File: config.mk
export PLATFORM = sky130hd
export DESIGN_NAME = file_signature_checksum_core
export DESIGN_NICKNAME = d
export VERILOG_FILES = /design/src/fsc_pkg.sv /design/src/fsc_front.sv /design/src/fsc_queue.sv /design/src/fsc_back.sv /design/src/file_signature_checksum_core.sv
export VERILOG_INCLUDE_DIRS = /design/src /design/src/src
export SDC_FILE = /design/constraint.sdc
export NUM_CORES = 1
export LEC_CHECK = 0
export BUFFER_PORTS_ARGS = -buffer_cell sky130_fd_sc_hd__buf_4
export CAP_MARGIN = 5
export CORE_AREA = 2 2 142 144
export CTS_CLUSTER_DIAMETER = 60
export DETAILED_ROUTE_END_ITERATION = 7
export DIE_AREA = 0 0 144 146
export PLACE_DENSITY = 0.67
export SYNTH_ARGS = -nofsm -noshare
export SYNTH_HDL_FRONTEND = slang
export SYNTH_SLANG_ARGS = --single-unit
export TNS_END_PERCENT = 5
File: constraint.sdc
create_clock -name clk -period 10.5 [get_ports clk]
set_input_delay 0.525 -clock clk [delete_from_list [all_inputs] [get_ports clk]]
set_output_delay 0.525 -clock clk [all_outputs]
set_load 0.02 [all_outputs]
File: src/assert_macros.svh
// Assertion macros used by the back end of the checksum core.
// Define NO_ASSERTIONS to compile every check away.
`ifndef ASSERT_MACROS_SVH
`define ASSERT_MACROS_SVH

`ifndef NO_ASSERTIONS

// Whenever cond holds at a clock edge, prop must hold at that same edge.
`define ASSERT_IMPLIES(label, clk, rst, cond, prop) \
  label: assert property (@(posedge clk) disable iff (rst) (cond) |-> (prop)) \
    else $error("assertion failed: same-cycle implication");

// Whenever cond holds at a clock edge, prop must hold at the next edge.
`define ASSERT_NEXT(label, clk, rst, cond, prop) \
  label: assert property (@(posedge clk) disable iff (rst) (cond) |=> (prop)) \
    else $error("assertion failed: next-cycle implication");

`else

`define ASSERT_IMPLIES(label, clk, rst, cond, prop)
`define ASSERT_NEXT(label, clk, rst, cond, prop)

`endif

`endif

File: src/fsc_pkg.sv
`timescale 1ns / 1ps

package fsc_pkg;

  // One byte of the file on the input channel.
  typedef struct packed {
    logic [7:0] data_byte;
    logic       last_byte;
  } fsc_in_t;

  // Result of one file on the output channel.
  typedef struct packed {
    logic [30:0] checksum;
    logic        signature_found;
    logic        signature_mismatch;
    logic        text_rejected;
  } fsc_out_t;

  // A classified byte as it travels from the front end to the back end.
  typedef struct packed {
    logic [7:0] data_byte;
    logic       last_byte;
    logic       text_mode;
    logic       non_text;
    logic       hex_ok;
    logic [3:0] hex_val;
    logic       white;
  } fsc_item_t;

  localparam int QUEUE_DEPTH = 2;

  localparam logic [30:0] HASH_RESET = 31'd1;

  // Signature line layout positions.
  localparam logic [5:0] POS_PREFIX_LAST = 6'd13;
  localparam logic [5:0] POS_HEX_FIRST   = 6'd14;
  localparam logic [5:0] POS_HEX_LAST    = 6'd21;
  localparam logic [5:0] POS_SPACE_A     = 6'd22;
  localparam logic [5:0] POS_DATE_FIRST  = 6'd23;
  localparam logic [5:0] POS_DATE_LAST   = 6'd33;
  localparam logic [5:0] POS_SPACE_B     = 6'd34;
  localparam logic [5:0] POS_STAR        = 6'd35;
  localparam logic [5:0] POS_SLASH       = 6'd36;
  localparam logic [5:0] SIG_LEN         = 6'd37;
  localparam logic [5:0] LINE_CAP        = 6'd40;

  // Character codes.
  localparam logic [7:0] CHAR_NL      = 8'h0A;
  localparam logic [7:0] CHAR_SPACE   = 8'h20;
  localparam logic [7:0] CHAR_STAR    = 8'h2A;
  localparam logic [7:0] CHAR_SLASH   = 8'h2F;
  localparam logic [7:0] CHAR_TAB     = 8'h09;
  localparam logic [7:0] CHAR_CR      = 8'h0D;
  localparam logic [7:0] CHAR_MIN_OK  = 8'h07;
  localparam logic [7:0] CHAR_HIGH    = 8'h80;
  localparam logic [7:0] CHAR_COPY    = 8'hA9;
  localparam logic [7:0] CHAR_CEDILLA = 8'hB8;

  // Literal prefix of a signature line, by position 0 to 13.
  function automatic logic [7:0] prefix_char(input logic [3:0] pos);
    logic [7:0] ch;
    case (pos)
      4'd0:    ch = "/";
      4'd1:    ch = "*";
      4'd2:    ch = " ";
      4'd3:    ch = "S";
      4'd4:    ch = "i";
      4'd5:    ch = "g";
      4'd6:    ch = "n";
      4'd7:    ch = "a";
      4'd8:    ch = "t";
      4'd9:    ch = "u";
      4'd10:   ch = "r";
      4'd11:   ch = "e";
      4'd12:   ch = ":";
      4'd13:   ch = " ";
      default: ch = 8'h00;
    endcase
    return ch;
  endfunction

endpackage

File: src/fsc_front.sv
`timescale 1ns / 1ps

module fsc_front (
  input  logic              clk,
  input  logic              rst,
  input  logic              cfg_write,
  input  logic              cfg_data,
  input  fsc_pkg::fsc_in_t  in_data,
  output fsc_pkg::fsc_item_t item
);
  import fsc_pkg::*;

  logic       binary_mode;
  logic [7:0] c;

  // Mode register; write it only while the block is idle; not enforced.
  always_ff @(posedge clk) begin
    if (rst) begin
      binary_mode <= 1'b0;
    end else if (cfg_write) begin
      binary_mode <= cfg_data;
    end
  end

  assign c = in_data.data_byte;

  // Classify the incoming byte so the back end only has to look at flags.
  always_comb begin
    item.data_byte = c;
    item.last_byte = in_data.last_byte;
    item.text_mode = !binary_mode;
    item.non_text  = !binary_mode &&
                     (c < CHAR_MIN_OK ||
                      (c >= CHAR_HIGH && c != CHAR_COPY && c != CHAR_CEDILLA));
    item.white     = (c == CHAR_SPACE) || (c >= CHAR_TAB && c <= CHAR_CR);
    item.hex_ok    = 1'b1;
    item.hex_val   = 4'd0;
    if (c >= "0" && c <= "9") begin
      item.hex_val = 4'(c - 8'h30);
    end else if (c >= "a" && c <= "f") begin
      item.hex_val = 4'(c - 8'h57);
    end else if (c >= "A" && c <= "F") begin
      item.hex_val = 4'(c - 8'h37);
    end else begin
      item.hex_ok = 1'b0;
    end
  end

endmodule

File: src/fsc_queue.sv
`timescale 1ns / 1ps

module fsc_queue #(
  parameter int Depth = fsc_pkg::QUEUE_DEPTH
) (
  input  logic                clk,
  input  logic                rst,
  input  logic                push_valid,
  output logic                push_ready,
  input  fsc_pkg::fsc_item_t  push_item,
  output logic                pop_valid,
  input  logic                pop_ready,
  output fsc_pkg::fsc_item_t  pop_item
);
  import fsc_pkg::*;

  localparam int PtrW = (Depth > 1) ? $clog2(Depth) : 1;
  localparam int CntW = $clog2(Depth + 1);
  localparam logic [PtrW-1:0] LastPtr = PtrW'(Depth - 1);

  fsc_item_t       entries [Depth];
  logic [PtrW-1:0] wr_ptr;
  logic [PtrW-1:0] rd_ptr;
  logic [CntW-1:0] count;
  logic            push;
  logic            pop;

  assign push_ready = (count != CntW'(Depth));
  assign pop_valid  = (count != '0);
  assign pop_item   = entries[rd_ptr];
  assign push       = push_valid && push_ready;
  assign pop        = pop_valid && pop_ready;

  // Entry storage.
  always_ff @(posedge clk) begin
    if (push) begin
      entries[wr_ptr] <= push_item;
    end
  end

  // Pointers and fill count.
  always_ff @(posedge clk) begin
    if (rst) begin
      wr_ptr <= '0;
      rd_ptr <= '0;
      count  <= '0;
    end else begin
      if (push) begin
        wr_ptr <= (wr_ptr == LastPtr) ? '0 : wr_ptr + PtrW'(1);
      end
      if (pop) begin
        rd_ptr <= (rd_ptr == LastPtr) ? '0 : rd_ptr + PtrW'(1);
      end
      if (push && !pop) begin
        count <= count + CntW'(1);
      end else if (pop && !push) begin
        count <= count - CntW'(1);
      end
    end
  end

endmodule

File: src/fsc_back.sv
`timescale 1ns / 1ps

module fsc_back (
  input  logic               clk,
  input  logic               rst,
  input  logic               head_valid,
  output logic               head_ready,
  input  fsc_pkg::fsc_item_t head,
  output logic               out_valid,
  input  logic               out_ready,
  output fsc_pkg::fsc_out_t  out_data
);
  import fsc_pkg::*;

  `include "assert_macros.svh"

  logic [30:0] hash,          hash_next;
  logic [30:0] saved_hash,    saved_hash_next;
  logic [5:0]  line_length,   line_length_next;
  logic        line_matches,  line_matches_next;
  logic [31:0] hex_acc,       hex_acc_next;
  logic        found_flag,    found_flag_next;
  logic [31:0] signed_value,  signed_value_next;
  logic        rejected_flag, rejected_flag_next;
  logic        pos_ok;
  logic        pop;
  fsc_out_t    result;

  // One step of the 31-bit shift-register hash.
  function automatic logic [30:0] mix_byte(input logic [30:0] h, input logic [7:0] b);
    logic [24:0] lo;
    lo = h[24:0];
    return {25'd0, h[30:25]} ^ {lo, 6'd0} ^ {3'd0, lo, 3'd0} ^ {23'd0, b};
  endfunction

  // A byte is taken unless it ends a file while out_valid is high and out_ready low.
  assign head_ready = !head.last_byte || !out_valid || out_ready;
  assign pop        = head_valid && head_ready;

  // Hash update, line tracking and signature matching for the head byte.
  always_comb begin
    hash_next          = hash;
    saved_hash_next    = saved_hash;
    line_length_next   = line_length;
    line_matches_next  = line_matches;
    hex_acc_next       = hex_acc;
    found_flag_next    = found_flag;
    signed_value_next  = signed_value;
    rejected_flag_next = rejected_flag;
    pos_ok             = 1'b0;

    if (pop && !rejected_flag) begin
      if (head.non_text) begin
        rejected_flag_next = 1'b1;
      end else begin
        hash_next = mix_byte(hash, head.data_byte);
        if (head.text_mode && !found_flag) begin
          if (head.data_byte == CHAR_NL) begin
            // End of line: accept it as the signature if it matched throughout.
            if (line_length == SIG_LEN && line_matches) begin
              found_flag_next   = 1'b1;
              signed_value_next = hex_acc;
              hash_next         = saved_hash;
            end
            saved_hash_next   = hash_next;
            line_length_next  = '0;
            line_matches_next = 1'b1;
            hex_acc_next      = '0;
          end else if (line_length < LINE_CAP) begin
            case (line_length) inside
              [6'd0:POS_PREFIX_LAST]: begin
                pos_ok = (head.data_byte == prefix_char(line_length[3:0]));
              end
              [POS_HEX_FIRST:POS_HEX_LAST]: begin
                pos_ok = head.hex_ok;
                if (head.hex_ok) begin
                  hex_acc_next = {hex_acc[27:0], head.hex_val};
                end
              end
              POS_SPACE_A, POS_SPACE_B: begin
                pos_ok = (head.data_byte == CHAR_SPACE);
              end
              [POS_DATE_FIRST:POS_DATE_LAST]: begin
                pos_ok = !head.white;
              end
              POS_STAR: begin
                pos_ok = (head.data_byte == CHAR_STAR);
              end
              POS_SLASH: begin
                pos_ok = (head.data_byte == CHAR_SLASH);
              end
              default: begin
                pos_ok = 1'b0;
              end
            endcase
            if (!pos_ok) begin
              line_matches_next = 1'b0;
            end
            line_length_next = line_length + 6'd1;
          end
        end
      end
    end

    result.checksum           = hash_next;
    result.signature_found    = found_flag_next;
    result.signature_mismatch = found_flag_next && (signed_value_next != {1'b0, hash_next});
    result.text_rejected      = rejected_flag_next;
  end

  // File state; it returns to its reset values after the last byte.
  always_ff @(posedge clk) begin
    if (rst || (pop && head.last_byte)) begin
      hash          <= HASH_RESET;
      saved_hash    <= HASH_RESET;
      line_length   <= '0;
      line_matches  <= 1'b1;
      hex_acc       <= '0;
      found_flag    <= 1'b0;
      signed_value  <= '0;
      rejected_flag <= 1'b0;
    end else begin
      hash          <= hash_next;
      saved_hash    <= saved_hash_next;
      line_length   <= line_length_next;
      line_matches  <= line_matches_next;
      hex_acc       <= hex_acc_next;
      found_flag    <= found_flag_next;
      signed_value  <= signed_value_next;
      rejected_flag <= rejected_flag_next;
    end
  end

  // Output register.
  always_ff @(posedge clk) begin
    if (rst) begin
      out_valid <= 1'b0;
    end else if (pop && head.last_byte) begin
      out_valid <= 1'b1;
    end else if (out_ready) begin
      out_valid <= 1'b0;
    end
  end

  always_ff @(posedge clk) begin
    if (pop && head.last_byte) begin
      out_data <= result;
    end
  end

  `ASSERT_IMPLIES(a_len_capped, clk, rst, 1'b1, line_length <= LINE_CAP)
  `ASSERT_IMPLIES(a_found_no_line, clk, rst, found_flag, line_length == 6'd0)
  `ASSERT_IMPLIES(a_no_overwrite, clk, rst, pop && head.last_byte, !out_valid || out_ready)
  `ASSERT_NEXT(a_out_drains, clk, rst, out_valid && out_ready && !(pop && head.last_byte),
               !out_valid)

endmodule

File: src/file_signature_checksum_core.sv
`timescale 1ns / 1ps

// File signature checksum core. Bytes of one file arrive on the input channel, the
// final one flagged by last_byte; a single transfer on the output channel then carries
// the 31-bit checksum, the signature-found, mismatch and text-rejected flags, and the
// core starts over for the next file. In text mode (binary_mode = 0) a line laid out
// exactly as "/* Signature: HHHHHHHH DD-Mon-YYYY */" is left out of the hash and its
// hex value is compared against the final checksum. The core takes one byte per clock
// cycle: a front end classifies each byte, a QueueDepth-entry queue buffers it, and
// the back end updates the hash and line state for one byte per cycle, so the single
// back-end state update sets the rate. The result sits in an output register, so
// bytes of the next file keep flowing while it waits to be taken; only a second last
// byte stalls behind an untaken result. Write binary_mode only while the core is idle.
module file_signature_checksum_core #(
  parameter int QueueDepth = fsc_pkg::QUEUE_DEPTH
) (
  input  logic              clk,
  input  logic              rst,
  input  logic              cfg_write,
  input  logic              cfg_data,
  input  logic              in_valid,
  output logic              in_ready,
  input  fsc_pkg::fsc_in_t  in_data,
  output logic              out_valid,
  input  logic              out_ready,
  output fsc_pkg::fsc_out_t out_data
);
  import fsc_pkg::*;

  fsc_item_t front_item;
  fsc_item_t head_item;
  logic      head_valid;
  logic      head_ready;

  fsc_front u_front (
    .clk       (clk),
    .rst       (rst),
    .cfg_write (cfg_write),
    .cfg_data  (cfg_data),
    .in_data   (in_data),
    .item      (front_item)
  );

  fsc_queue #(
    .Depth (QueueDepth)
  ) u_queue (
    .clk        (clk),
    .rst        (rst),
    .push_valid (in_valid),
    .push_ready (in_ready),
    .push_item  (front_item),
    .pop_valid  (head_valid),
    .pop_ready  (head_ready),
    .pop_item   (head_item)
  );

  fsc_back u_back (
    .clk        (clk),
    .rst        (rst),
    .head_valid (head_valid),
    .head_ready (head_ready),
    .head       (head_item),
    .out_valid  (out_valid),
    .out_ready  (out_ready),
    .out_data   (out_data)
  );

endmodule
# --- After elaboration in Yosys (flattened, before gate mapping) ---
# Memories as Yosys holds them, arrays and structs flattened. A register that Yosys moved wholly into a read port is not among the register bits.
# Cells that the tools add are included.
classes:
  n_addsub: 8
  multipliers: 0
  n_div: 0
  order_cmp: 17
  eq_ne: 17
  n_shift: 0
  muxes: 62
  bitwise: 4
  reduce_logical: 43
op_table:
  columns: ["cell", "count"]
  rows:
  - ["$mux 32", 10]
  - ["$mux 31", 5]
  - ["$mux 8", 6]
  - ["$eq 8x6->1 const B", 4]
  - ["$mux 1", 32]
  - ["$ne 32x31->1", 1]
  - ["$xor 31x28->31", 1]
  - ["$xor 31x8->31", 1]
  - ["$xor 6x31->31", 1]
  - ["$eq 6x6->1 const B", 4]
  - ["$mux 4", 5]
  - ["$logic_and 1x1->1", 19]
  - ["$ge 8x7->1 const B", 2]
  - ["$le 8x7->1 const B", 2]
  - ["$ne 8x8->1 const B", 2]
  - ["$mux 6", 2]
  - ["$reduce_bool 2->1", 6]
  - ["$eq 8x4->1 const B", 1]
  - ["$eq 8x8->1", 1]
  - ["$ge 8x4->1 const B", 1]
  - ["$ge 8x6->1 const B", 1]
  - ["$ge 8x8->1 const B", 1]
  - ["$le 8x4->1 const B", 1]
  - ["$le 8x6->1 const B", 1]
  - ["25 further kinds", 41]
word_totals:
  regBits: 175
  latch_bits: 0
  mem_bits_rw: 34
  mem_bits_ro: 112
  input_bits: 15
  out_inout_bits: 36
  word_cells: 170
  memories: 2
memory_table:
  columns: ["name", "depth", "width", "rd", "rd_clocked_by_memory_dff", "wr", "line", "rtl"]
  rows:
  - ["(name not given)", 16, 7, 1, 1, 0, "fsc_pkg.sv:62", "case (pos)"]
  - ["u_queue.entries", 2, 17, 1, 1, 1, "fsc_queue.sv:21", "fsc_item_t entries [Depth];"]

# --- Depth between registers and ports, before layout ---
depth:
  ltp_word: 18
  mapped_depth: 13
  depth_no_buf: 12

# --- Modules after synthesis ---
# A second synthesis with hierarchy kept.
unflattened:
  hier_cells: 944
  hier_area_um2: 9619.2
by_module_without_submodules:
  columns: ["module", "instances", "cells_per_inst", "area_each_um2", "seq_area_each_um2"]
  rows:
  - ["fsc_back", 1, 816, 7778.7, 3883.7]
  - ["fsc_queue", 1, 77, 1447.6, 1121.1]
  - ["fsc_front", 1, 51, 392.9, 20.0]

# --- Worst setup path after synthesis ---
# Ideal clock, no wire load.
synth_path:
  path_kind: "register to register"
  startpoint: "reg (tool-made name)"
  endpoint: "reg (tool-made name)"
  setup_ps: 72
  arrival_time_ps: 4043
  t_required_ps: 10428
  setup_slack_ps: 6385
  stages_incl_launch_ff: 12
  n_path_buf: 3
  synth_period_minus_slack_ps: 4115
  path_cell_list: "dfxtp_1 buf_2 mux2i_1 o21ai_1 nor2_1 or2_0 clkbuf_1 clkbuf_1 nor2_1 ha_1 mux2_1 mux2i_1"

==> impl_summary.md <==
Outcome
The flow ran to the end, and the final reports show no timing, DRC or antenna violations.

Synth
Counting every instance in the synthesized netlist gives 942. The most common cell in the synthesized netlist is dfxtp_1. By area, the combinational part of the netlist is dominated by simple AND/OR/NAND/NOR gates. The synthesized design spends more area on one cell type than any other, namely dfxtp_1.

The proportion of synthesized area in mux cells is 7.55%. The adder-cell share of the synthesized area is 1.95%. Yosys printed 0 warnings. For this run, the leading register cell type out of synthesis is dfxtp_1. The top cell type's share of synthesized area is 30.9%.

The compound-gate portion of the synthesized area is 10.7%. The commonest cells after synthesis are dfxtp_1, nor2_1, nand2_1, edfxtp_1, mux2i_1. Yosys mapped a number of flops with a built-in enable equal to 68. The post-synthesis cell area is 9650 um2. The sequential fraction of the synthesis area is 52.1%. The per-instance average area after synthesis is 10.2 um2.

Yosys attributes the largest share of cell area to dfxtp_1, edfxtp_1, mux2i_1. The post-synthesis share of cell area spent on xor and xnor gates is 7.52%. Synthesis instantiated 64 different standard cells from the library.

The synthesized netlist devotes 17.0% of its cell area to simple gates. After synthesis the netlist holds a flip-flop and latch count of 217. The synthesized netlist net count is 972. The fraction of registers with async set or reset after synthesis is 0%.

Pwr
The power spent charging and discharging nets is 0.778 mW. The switching part of the total power is 31.6%. The worst-case IR drop observed on VDD is 0.201 mV. The power density of the placed cells is 223 nW/um2. Of the total power, registers draw 41.4%. The internal power consumption is 1.69 mW. Summing internal, switching and leakage power gives 2.47 mW. The reported leakage power is 4.22 nW. Of the total power, combinational logic draws 25.0%. In this run, the clock network consumes 33.6% of the power.

Placement
Buffers placed on the I/O ports in this run total 50. Routability-driven placement finished with a final weighted congestion of 0.793. Detailed placement ended at an HPWL of 14800 um.

Critical path
The worst setup path category is flip-flop to flip-flop. The worst reg-to-reg path cell count is 9. In this run the worst path has a maximum fanout of 97.

The setup slack on the worst flop-to-flop path is 6120 ps. The data required time at the worst endpoint is 10940 ps. The sort of element at the start of the critical path is a flip-flop. The endpoint class of the critical path is a flip-flop. At the worst endpoint, the arrival time is 4810 ps.

STA
The count of pins over their slew limit is 0. The upper clock frequency limit is 228 MHz. The clock period could shrink to 4380 ps.

The clock arrives with 18.9 ps of skew. The ratio of final minimum period to clock period is 41.7%. The number of hold violations in the final report was 0. The slew at the pin closest to its max-slew limit is 1060 ps.

Setup violations remaining at the end of the flow were counted as 0. Setup total negative slack on the finished layout was measured at 0 ps. Setup repair after global routing left no endpoint under its margin. In this run the tightest slew margin relative to its limit is 29.1%.

Finish
The area growth from synthesis to layout is 14.7%. The number of diodes added for antenna fixing is 0. The number of nets at the end of the flow is 1006.

The filler cells instantiated in the layout total 1696. The sequential cells in the finished layout cover a total of 5020 um2. The layout cell share with drive strength beyond 1 is 13.6%.

The area of the multi-input gates is 4360 um2.

Die
The floorplan step defined a core boundary enclosing 19300 um2. The area enclosed by the die boundary is 21000 um2. The die is 146 um tall. The die is 144 um wide. Once the floorplan was initialized, standard cells occupied 49.9% of the core. The total number of placement rows is 51. The number of top-level pins is 51.

Routing
The detailed router's first-iteration violation count is 421. The final wirelength is 22200 um. The routed via count divided by cell count is 5.51. Dividing the detail-routed wire length by the instance count gives 17.6 um. Once detail routing completed, the nets flagged for antenna violations numbered 0. After detailed routing, the number of remaining DRC violations is 0.

The pre-antenna-repair detailed-routing pass consisted of 5 iterations. The via count of the routed design is 6926.

Clock network
The tree built by TritonCTS fans out to 217 sinks. Clock-pin slew was measured on the worst setup and hold paths at 60 ps. Buffers inserted during clock tree synthesis total 23. The clock passes through at most 3 buffers.

The insertion delay of the later-clocked pin in the worst-skew pair is 520 ps. Post-CTS repair changed the size of 0 cells. The CTS tree is built.

The cell sitting at the root of the clock tree is a clkbuf_16. The number of levels the H-tree was split into is 1. The cts-stage hold buffer count is 0. The post-CTS setup buffer count is 0.

Min path
The worst hold path begins at in_data[0]. Along the worst hold path, the cell count comes to 1. The min-delay analysis places its worst path in the category input pin to flip-flop. For hold timing, the worst endpoint is u_queue.entries[0][8].

GRT
The global-route usage over all layers is 20.9%. The number of antenna violations at the first check in global routing was 0. The final global-route overflow total is 0.

The wire length of the first global-routing pass is 34700 um. The number of global-route vias before repair is 6394. Entering global routing, the biggest net connects 98 pins.

Flow run
The tool flagged a number of max-cap violations equal to 0.
through the flow:
stage | worst slack, ps | utilization (%) | instance area [um2] | hold slack (ps) | std cells
6_report | 6120 | 57.2 | 11100 | 202 | 1258
5_1_grt | 5810 | 57.2 | 11100 | 193 | 1258
3_5_place_dp | 6130 | 53.2 | 10300 | 443 | 1216
3_3_place_gp | 6200 | 53.2 | 10300 | 437 | 1216
2_1_floorplan | 6380 | - | 9650 | 426 | 942
4_1_cts | 6080 | 57.2 | 11100 | 190 | 1258
flip-flops by register name (all words and copies together) (netlist names), named ones only:
signal	flops
u_queue.rd_ptr	1
u_back.line_matches	1
u_back.signed_value	32
u_back.hex_acc	32
u_back.out_data	34
u_back.hash	31
u_back.out_valid	1
u_queue.count	2
u_queue.entries	34
u_back.rejected_flag	1
u_back.saved_hash	31
u_queue.wr_ptr	1
u_back.found_flag	1
u_back.line_length	6
u_front.binary_mode	1
layer usage:
| metal | global-route usage [%] | part of all wire [%] | vias to the layer above |
|---|---|---|---|
| li1 | - | - | 3399 |
| met3 | 3.39 | 4.9 | 34 |
| met1 | 28.6 | 45 | 3297 |
| met2 | 34.8 | 48 | 196 |
| met4 | 4.85 | 2.0 | 0 |
| met5 | 0 | 0 | - |
cell families after synthesis:
kind of cell	count (synthesis)
AOI/OAI and AO/OA	147
xor gates and xnor gates	82
adders and majority gates	15
buffers and inverters	73
DFF	217
muxes	72
and+or+nand+nor	336
power by group through the flow:
stage | clock network [mW] | logic [mW] | registers (mW)
finish | 0.828 | 0.617 | 1.02
global placement | 0 | 0.615 | 1.04
global route | 0.874 | 0.673 | 1.03
detailed placement | 0 | 0.619 | 1.04
floorplan | 0 | 0.378 | 1.07
CTS | 0.844 | 0.623 | 1.02
final cells by class:
type / instances / area share (%)
timing repair buffer: 67 / 4.55
multi-input combinational: 652 / 39.4
clock inverter: 12 / 1.06
sequential: 217 / 45.4
clock buffer: 30 / 6.04
tap: 265 / 3.00
inverter: 15 / 0.509
worst max-delay path: stages (launching register included):
cell     delay (ps)
dfxtp_1         350
mux2i_1         610
o21ai_1         340
nor2_4          840
or2_4           250
buf_4           790
nor2_1          310
ha_1            410
mux2_1          290
mux2i_1         110
placed cells by master, fill, tap and decap left out, types with 12 or more instances in the layout:
cell and instances:
a211oi_1 12, a21oi_1 56, and2_1 36, and3b_1 13
buf_4 67, clkbuf_16 25, dfxtp_1 149, edfxtp_1 68
ha_1 15, inv_1 15, mux2i_1 66, nand2_1 86
nand3_1 45, nand4_1 20, nor2_1 90, o311ai_1 12
o31ai_2 13, xnor2_1 36, xor2_1 45
how the worst max path moves through the flow:
stage | from | endpoint | slack [ps]
final | flip-flop | flip-flop | 6120
after global routing | flip-flop | flip-flop | 5810
after CTS | flip-flop | flip-flop | 6080
after detailed placement | flip-flop | flip-flop | 6130
after global placement | flip-flop | flip-flop | 6200
after floorplan | flip-flop | flip-flop | 6380
(Power assumes the default switching activity.)
